File: src/rtl/qld_pkg.sv
// ----------------------------------------------------------------------------
// qld_pkg: shared definitions for the quantized LUT distance engine
// Widths, table geometry, register decode and the control/status words
// exchanged between the controller and the datapath.
// ----------------------------------------------------------------------------
`default_nettype none

package qld_pkg;

  localparam int DIM_MAX       = 256;
  localparam int CODES_PER_DIM = 16;
  localparam int CODE_W        = 4;
  localparam int DIM_W         = (DIM_MAX > 1) ? $clog2(DIM_MAX) : 1;
  localparam int LUT_DEPTH     = DIM_MAX * CODES_PER_DIM;
  localparam int LUT_AW        = DIM_W + CODE_W;

  localparam int VAL_W   = 16;          // Q8.8 query / centroid
  localparam int LEN_W   = 9;
  localparam int STEP_W  = 16;
  localparam int CNT_W   = 8;
  localparam int BYTE_W  = 8;
  localparam int DIFF_W  = 21;          // |qc| + 8*step fits in 20 bits
  localparam int MAG_W   = DIFF_W - 1;
  localparam int SQ_W    = 2 * MAG_W;
  localparam int ENTRY_W = 32;
  localparam int ACC_W   = 48;

  localparam int OFFSET_SH = 3;         // code offset of 8 as a shift

  localparam logic [CODE_W-1:0]  CODE_LAST = CODE_W'(CODES_PER_DIM - 1);
  localparam logic [ENTRY_W-1:0] ENTRY_MAX = '1;
  localparam logic [ACC_W-1:0]   ACC_MAX   = '1;

  localparam int PADDR_W = 3;
  localparam int PDATA_W = 32;

  localparam logic REG_LENGTH = 1'b0;
  localparam logic REG_STEP   = 1'b1;

  localparam logic [LEN_W-1:0]  LENGTH_RESET = LEN_W'(1);
  localparam logic [STEP_W-1:0] STEP_RESET   = STEP_W'(256);

  localparam logic CMD_LOAD = 1'b0;
  localparam logic CMD_BYTE = 1'b1;

  typedef struct packed {
    logic [LEN_W-1:0]  vector_length;
    logic [STEP_W-1:0] step_size;
  } cfg_t;

  typedef struct packed {
    logic                     command;
    logic [7:0]               dim_index;
    logic signed [VAL_W-1:0]  query_value;
    logic signed [VAL_W-1:0]  centroid_value;
    logic [BYTE_W-1:0]        code_byte;
  } in_word_t;

  typedef struct packed {
    logic [ACC_W-1:0] distance;
    logic             saturated;
  } out_word_t;

  typedef struct packed {
    logic accept;
    logic issue;
    logic rd_lo;
    logic rd_hi;
    logic acc_hi;
    logic emit;
  } cmd_t;

  typedef struct packed {
    logic in_is_byte;
    logic in_load_ok;
    logic issue_last;
    logic last_byte;
    logic out_free;
    logic wr_pending;
  } st_t;

  function automatic logic [LUT_AW-1:0] lut_addr(input logic [DIM_W-1:0] dim,
                                                 input logic [CODE_W-1:0] code);
    lut_addr = {dim, code};
  endfunction

endpackage

`default_nettype wire

File: src/rtl/qld_ctrl.sv
// ----------------------------------------------------------------------------
// qld_ctrl: sequencing controller
// Accepts words, steps the table build and the two lookups per code byte,
// and hands finished distances to the result register.
// ----------------------------------------------------------------------------
`default_nettype none

module qld_ctrl (
  input  wire logic          clk,
  input  wire logic          rst,
  input  wire logic          in_valid,
  input  wire qld_pkg::st_t  st,
  output      logic          in_ready,
  output      qld_pkg::cmd_t cmd
);
  import qld_pkg::*;

  typedef enum logic [6:0] {
    S_IDLE   = 7'b0000001,
    S_LOAD   = 7'b0000010,
    S_DRAIN  = 7'b0000100,
    S_RD_LO  = 7'b0001000,
    S_RD_HI  = 7'b0010000,
    S_ACC_HI = 7'b0100000,
    S_EMIT   = 7'b1000000
  } state_t;

  state_t state;
  state_t state_next;

  always_ff @(posedge clk) begin
    if (rst) begin
      state <= S_IDLE;
    end else begin
      state <= state_next;
    end
  end

  assign in_ready = (state == S_IDLE);

  always_comb begin
    state_next = state;
    cmd        = '0;
    unique case (state)
      S_IDLE: begin
        if (in_valid) begin
          cmd.accept = 1'b1;
          if (st.in_is_byte) begin
            state_next = S_RD_LO;
          end else if (st.in_load_ok) begin
            state_next = S_LOAD;
          end
        end
      end
      S_LOAD: begin
        cmd.issue = 1'b1;
        if (st.issue_last) begin
          state_next = S_DRAIN;
        end
      end
      // last square is still in the multiplier; it is written next cycle
      S_DRAIN:  state_next = S_IDLE;
      S_RD_LO: begin
        cmd.rd_lo  = 1'b1;
        state_next = S_RD_HI;
      end
      S_RD_HI: begin
        cmd.rd_hi  = 1'b1;
        state_next = S_ACC_HI;
      end
      S_ACC_HI: begin
        cmd.acc_hi = 1'b1;
        state_next = st.last_byte ? S_EMIT : S_IDLE;
      end
      S_EMIT: begin
        if (st.out_free) begin
          cmd.emit   = 1'b1;
          state_next = S_IDLE;
        end
      end
      default: state_next = S_IDLE;
    endcase
  end

endmodule

`default_nettype wire
File: config.mk
export PLATFORM = sky130hd
export DESIGN_NAME = qld_ctrl
export DESIGN_NICKNAME = d
export VERILOG_FILES = /design/src/rtl/qld_pkg.sv /design/src/rtl/qld_ctrl.sv
export SDC_FILE = /design/constraint.sdc
export NUM_CORES = 1
export LEC_CHECK = 0
export ABC_AREA = 1
export BUFFER_PORTS_ARGS = -buffer_cell sky130_fd_sc_hd__buf_2
export CAP_MARGIN = 10
export CORE_AREA = 2 2 39 41
export CTS_CLUSTER_DIAMETER = 60
export DETAILED_ROUTE_END_ITERATION = 6
export DIE_AREA = 0 0 41 43
export PLACE_DENSITY_LB_ADDON = 0.1
export SLEW_MARGIN = 20
export SYNTH_ARGS = -nofsm -noshare
export SYNTH_HDL_FRONTEND = slang
export SYNTH_SLANG_ARGS = --single-unit
File: constraint.sdc
create_clock -name clk -period 1.37 [get_ports clk]
set_input_delay 0.137 -clock clk [delete_from_list [all_inputs] [get_ports clk]]
set_output_delay 0.137 -clock clk [all_outputs]
set_load 0.02 [all_outputs]
Word level (Yosys, flattened, before mapping)
Cells that the tools add are included.
{"block": "word_totals", "regBits": 7, "in_bits": 9, "output_inout_bits": 7, "wordCells": 27}
{"block": "op_classes", "n_eq_ne": 10, "n_mux": 15, "n_reduce_logical": 1}
{"op": "$mux 7", "count": 6}
{"op": "$pmux 7 s6", "count": 1}
{"op": "$mux 1", "count": 8}
{"op": "$eq 7x1->1 const B", "count": 1}
{"op": "$eq 7x2->1 const B", "count": 1}
{"op": "$eq 7x4->1 const B", "count": 1}
{"op": "$eq 7x5->1 const B", "count": 1}
{"op": "$eq 7x6->1 const B", "count": 1}
{"op": "$eq 7x7->1 const B", "count": 1}
{"op": "$ne 2x2->1 const B", "count": 3}
{"op": "$reduce_and 4->1", "count": 1}
{"op": "$ne 3x3->1 const B", "count": 1}

Logic depth before layout (Yosys ltp)
{"block": "logic_depth", "word_depth": 4, "depth_mapped": 9, "depth_no_buf": 9}

Worst setup path after synthesis
Ideal clock, no wire load.
{"block": "synth_timing", "path_type": "register to output", "from": "register state[3]", "to": "output cmd[0] in the netlist's numbering", "arrival_ns": 1.237, "required_time_ns": 1.233, "setup_slack_ns": -0.004, "stages_incl_launch_ff": 6, "path_buffers": 0, "cell_sequence": "dfxtp_1 > inv_2 > nand2_2 > nor2_4 > inv_1 > nor4_1"}
{"item": "start: declaration", "line": "qld_ctrl.sv:28", "rtl": "state_t state;"}
{"item": "start signal: assignment", "line": "qld_ctrl.sv:35", "rtl": "state <= state_next;"}
{"item": "end: declaration", "line": "qld_ctrl.sv:14", "rtl": "output qld_pkg::cmd_t cmd"}

==> impl_metrics.env <==
export IMPL_finalSetupTns_ns=-0.00580
export IMPL_drtPass1Iterations=6
export IMPL_die_y_um=43
export IMPL_yosysWarnings=0
export IMPL_ant_nets=0
export IMPL_startpoint_type="register"
export IMPL_fillers=155
export IMPL_max_cap_violations=0
export IMPL_clock_path_buffers=2
export IMPL_cts_buffers=3
export IMPL_period_minus_slack_ns=1.38
export IMPL_clkPwrFrac_pct=17.7
export IMPL_final_cells=113
export IMPL_timing_slew_headroom_pct=82.4
export IMPL_hold_path_end="state[2]"
export IMPL_p_int_mw=0.622
export IMPL_synth_area_leaders="dfxtp_1 (32%), nand2_1 (10%), nor2_1 (9.4%)"
export IMPL_num_vias=523
export IMPL_rrSetupSlack_ns=0.06
export IMPL_totalWireLength_mm=1.18
export IMPL_drive_gt1_share_pct=62.9
export IMPL_layout_setup_ws_ns=-0.00580
export IMPL_top_layer="met3"
export IMPL_synth_common_cells="nand2_1 (12), nor2_1 (11), inv_1 (9), dfxtp_1 (7), inv_2 (7)"
export IMPL_cts_tree="yes"
export IMPL_synth_top_area_share_pct=32.0
export IMPL_async_flop_share_pct=0
export IMPL_synth_avg_cell_area_um2=6.35
export IMPL_grt_pass1_vias=417
export IMPL_overflow=0
export IMPL_io_buffers=14
export IMPL_rsz0062_at_grt="yes"
export IMPL_switchingPower_mw=0.407
export IMPL_synth_nets=78
export IMPL_r2r_end="state[1]"
export IMPL_wl_per_cell_um=10.5
export IMPL_dp_hpwl_um=764
export IMPL_maxSlewViolCount=0
export IMPL_finalSetupViolCount=1
export IMPL_die_area_um2=1760
export IMPL_final_core_util_pct=51.9
export IMPL_hold_path_cell_count=2
export IMPL_largest_reg_flops=7
export IMPL_seq_area_um2=146
export IMPL_power_leakage_nw=0.374
export IMPL_fin_nets=107
export IMPL_dr_wl_met2_um=668
export IMPL_avgViaCountPerCell=4.63
export IMPL_h_tree_depth=1
export IMPL_worst_pin_slew_ns=0.263
export IMPL_hold_start="rst"
export IMPL_clock_latency_ns=0.25
export IMPL_cts_reportedPaths_clkPinSlew_ns=0.05
export IMPL_antenna_found_initial=0
export IMPL_status="finished, violations left"
export IMPL_antennaDiodeCount=0
export IMPL_pre_cts_slack_ns=0.192
export IMPL_hp_class="primary input to register"
export IMPL_crit_type="register to output pin"
export IMPL_cts_root_buffer="clkbuf_4"
export IMPL_synthDistinctLibCells=15
export IMPL_fin_skew_ns=0.00545
export IMPL_num_rows=14
export IMPL_syn_area_um2=438
export IMPL_wl_met3_um=62
export IMPL_holdWs_ns=0.147
export IMPL_cp_arrival_ns=1.24
export IMPL_initial_core_util_pct=31.6
export IMPL_synth_cells=69
export IMPL_reg_largest_list="state: 7 flops"
export IMPL_synth_edff_count=0
export IMPL_ys_ff_latch=7
export IMPL_synth_largest_area_cell="dfxtp_1"
export IMPL_p_total_mw=1.03
export IMPL_die_w_um=41
export IMPL_cellPowerDensity_nw_per_um2=1430
export IMPL_crit_required_ns=1.23
export IMPL_grt_max_degree=8
export IMPL_grt_pass1_wl_mm=1.65
export IMPL_dp_cells=99
export IMPL_place_area_um2=528
export IMPL_clock_fmax_mhz=727
export IMPL_clock_sinks=7
export IMPL_r2r_cells=11
export IMPL_violations="negative setup slack"
export IMPL_syn_to_final_growth_pct=64.0
export IMPL_r2r_start="state[2]"
export IMPL_design_area_um2=718
export IMPL_comb_power_share_pct=57.5
export IMPL_regMostFlops="state"
export IMPL_fin_crit_sh_pct=100
export IMPL_finalHoldViolations=0
export IMPL_endpoint_kind="output pin"
export IMPL_worstPathMaxFanout=3
export IMPL_coreArea_um2=1380
export IMPL_place_gp_congestion=0.715
export IMPL_dr_first_iter_drc_count=6
export IMPL_yosysSeqAreaShare_pct=32.0
export IMPL_wl_met1_um=450
export IMPL_p_sw_share_pct=39.6
export IMPL_drcViolationCount=0
export IMPL_ios=16
export IMPL_synth_main_ff_cell="dfxtp_1"
export IMPL_vdd_drop_max_mv=0.740
export IMPL_multi_input_comb_area_um2=290
export IMPL_grt_util_all_layers_pct=14.0
export IMPL_seqPwrFrac_pct=24.8
export IMPL_synth_most_common_cell="nand2_1"
-- metal layers --
layer	global-route usage [%]	vias to the layer above
met1	16.4	239
met3	1.57	0
met4	10.0	0
met2	21.9	18
li1	-	266
met5	0	-
-- logic make-up (layout without fill, tap and decap cells) --
| family | Yosys count | count (layout) | share of synthesized area [%] |
|---|---|---|---|
| AOI/OAI and AO/OA | 2 | 2 | 2.28 |
| buffers and inverters | 16 | 44 | 13.7 |
| DFF | 7 | 7 | 32.0 |
| and+or+nand+nor | 44 | 44 | 52.0 |
-- area by class of cell --
type,instances,share of cell area [%]
Inverter,16,8.36
Timing Repair Buffer,24,24.4
Tap cell,16,2.79
Clock buffer,4,3.66
Multi-Input combinational cell,46,40.4
Sequential cell,7,20.4
-- power groups by stage --
stage,logic [mW],clock network [mW],registers (mW)
finish,0.593,0.182,0.255
global placement,0.362,0,0.251
floorplan,0.281,0,0.247
CTS,0.437,0.186,0.248
global route,0.645,0.202,0.258
detailed placement,0.359,0,0.252
-- what timing repair did --
| action | in CTS | in global routing |
|---|---|---|
| setup buffers | 4 | 6 |
| hold buffers | 0 | 0 |
| pin swaps | 2 | 7 |
| resized for setup | 7 | 25 |
| endpoints found under the setup margin | 2 | 10 |
-- worst max path at each step --
stage / start / end / slack [ns]
2_1_floorplan: state[3] / cmd[0] / -0.004
3_3_place_gp: state[1] / state[1] / 0.17
3_5_place_dp: state[1] / state[1] / 0.19
4_1_cts: state[2] / cmd[1] / -0.02
5_1_grt: state[3] / cmd[5] / -0.09
6_report: state[2] / cmd[5] / -0.006
-- worst max-delay path, stage by stage, from the launching register on --
cell	delay (ns)
dfxtp_2	0.32
inv_2	0.06
nand2_4	0.07
buf_6	0.12
nor2_4	0.11
nand2_2	0.09
nor2_2	0.10
buf_6	0.12
-- cell usage in the layout, fill, tap and decap left out --
master    instances
dfxtp_2           5
nand3_2           1
buf_6             4
clkbuf_4          3
nor2_1            9
nor3_2            1
nor2_4            4
nand3b_1          1
nand3_1           5
nor4_1            1
inv_1             5
nor3_1            2
nand2_2           5
nand2_1           8
a21oi_1           1
clkbuf_1          1
nor4_2            2
buf_2             8
nor2_2            2
o21ai_1           1
buf_4            12
nand2_4           3
inv_2            11
dfxtp_1           2
Note: power is estimated with default switching activity, not from simulation.
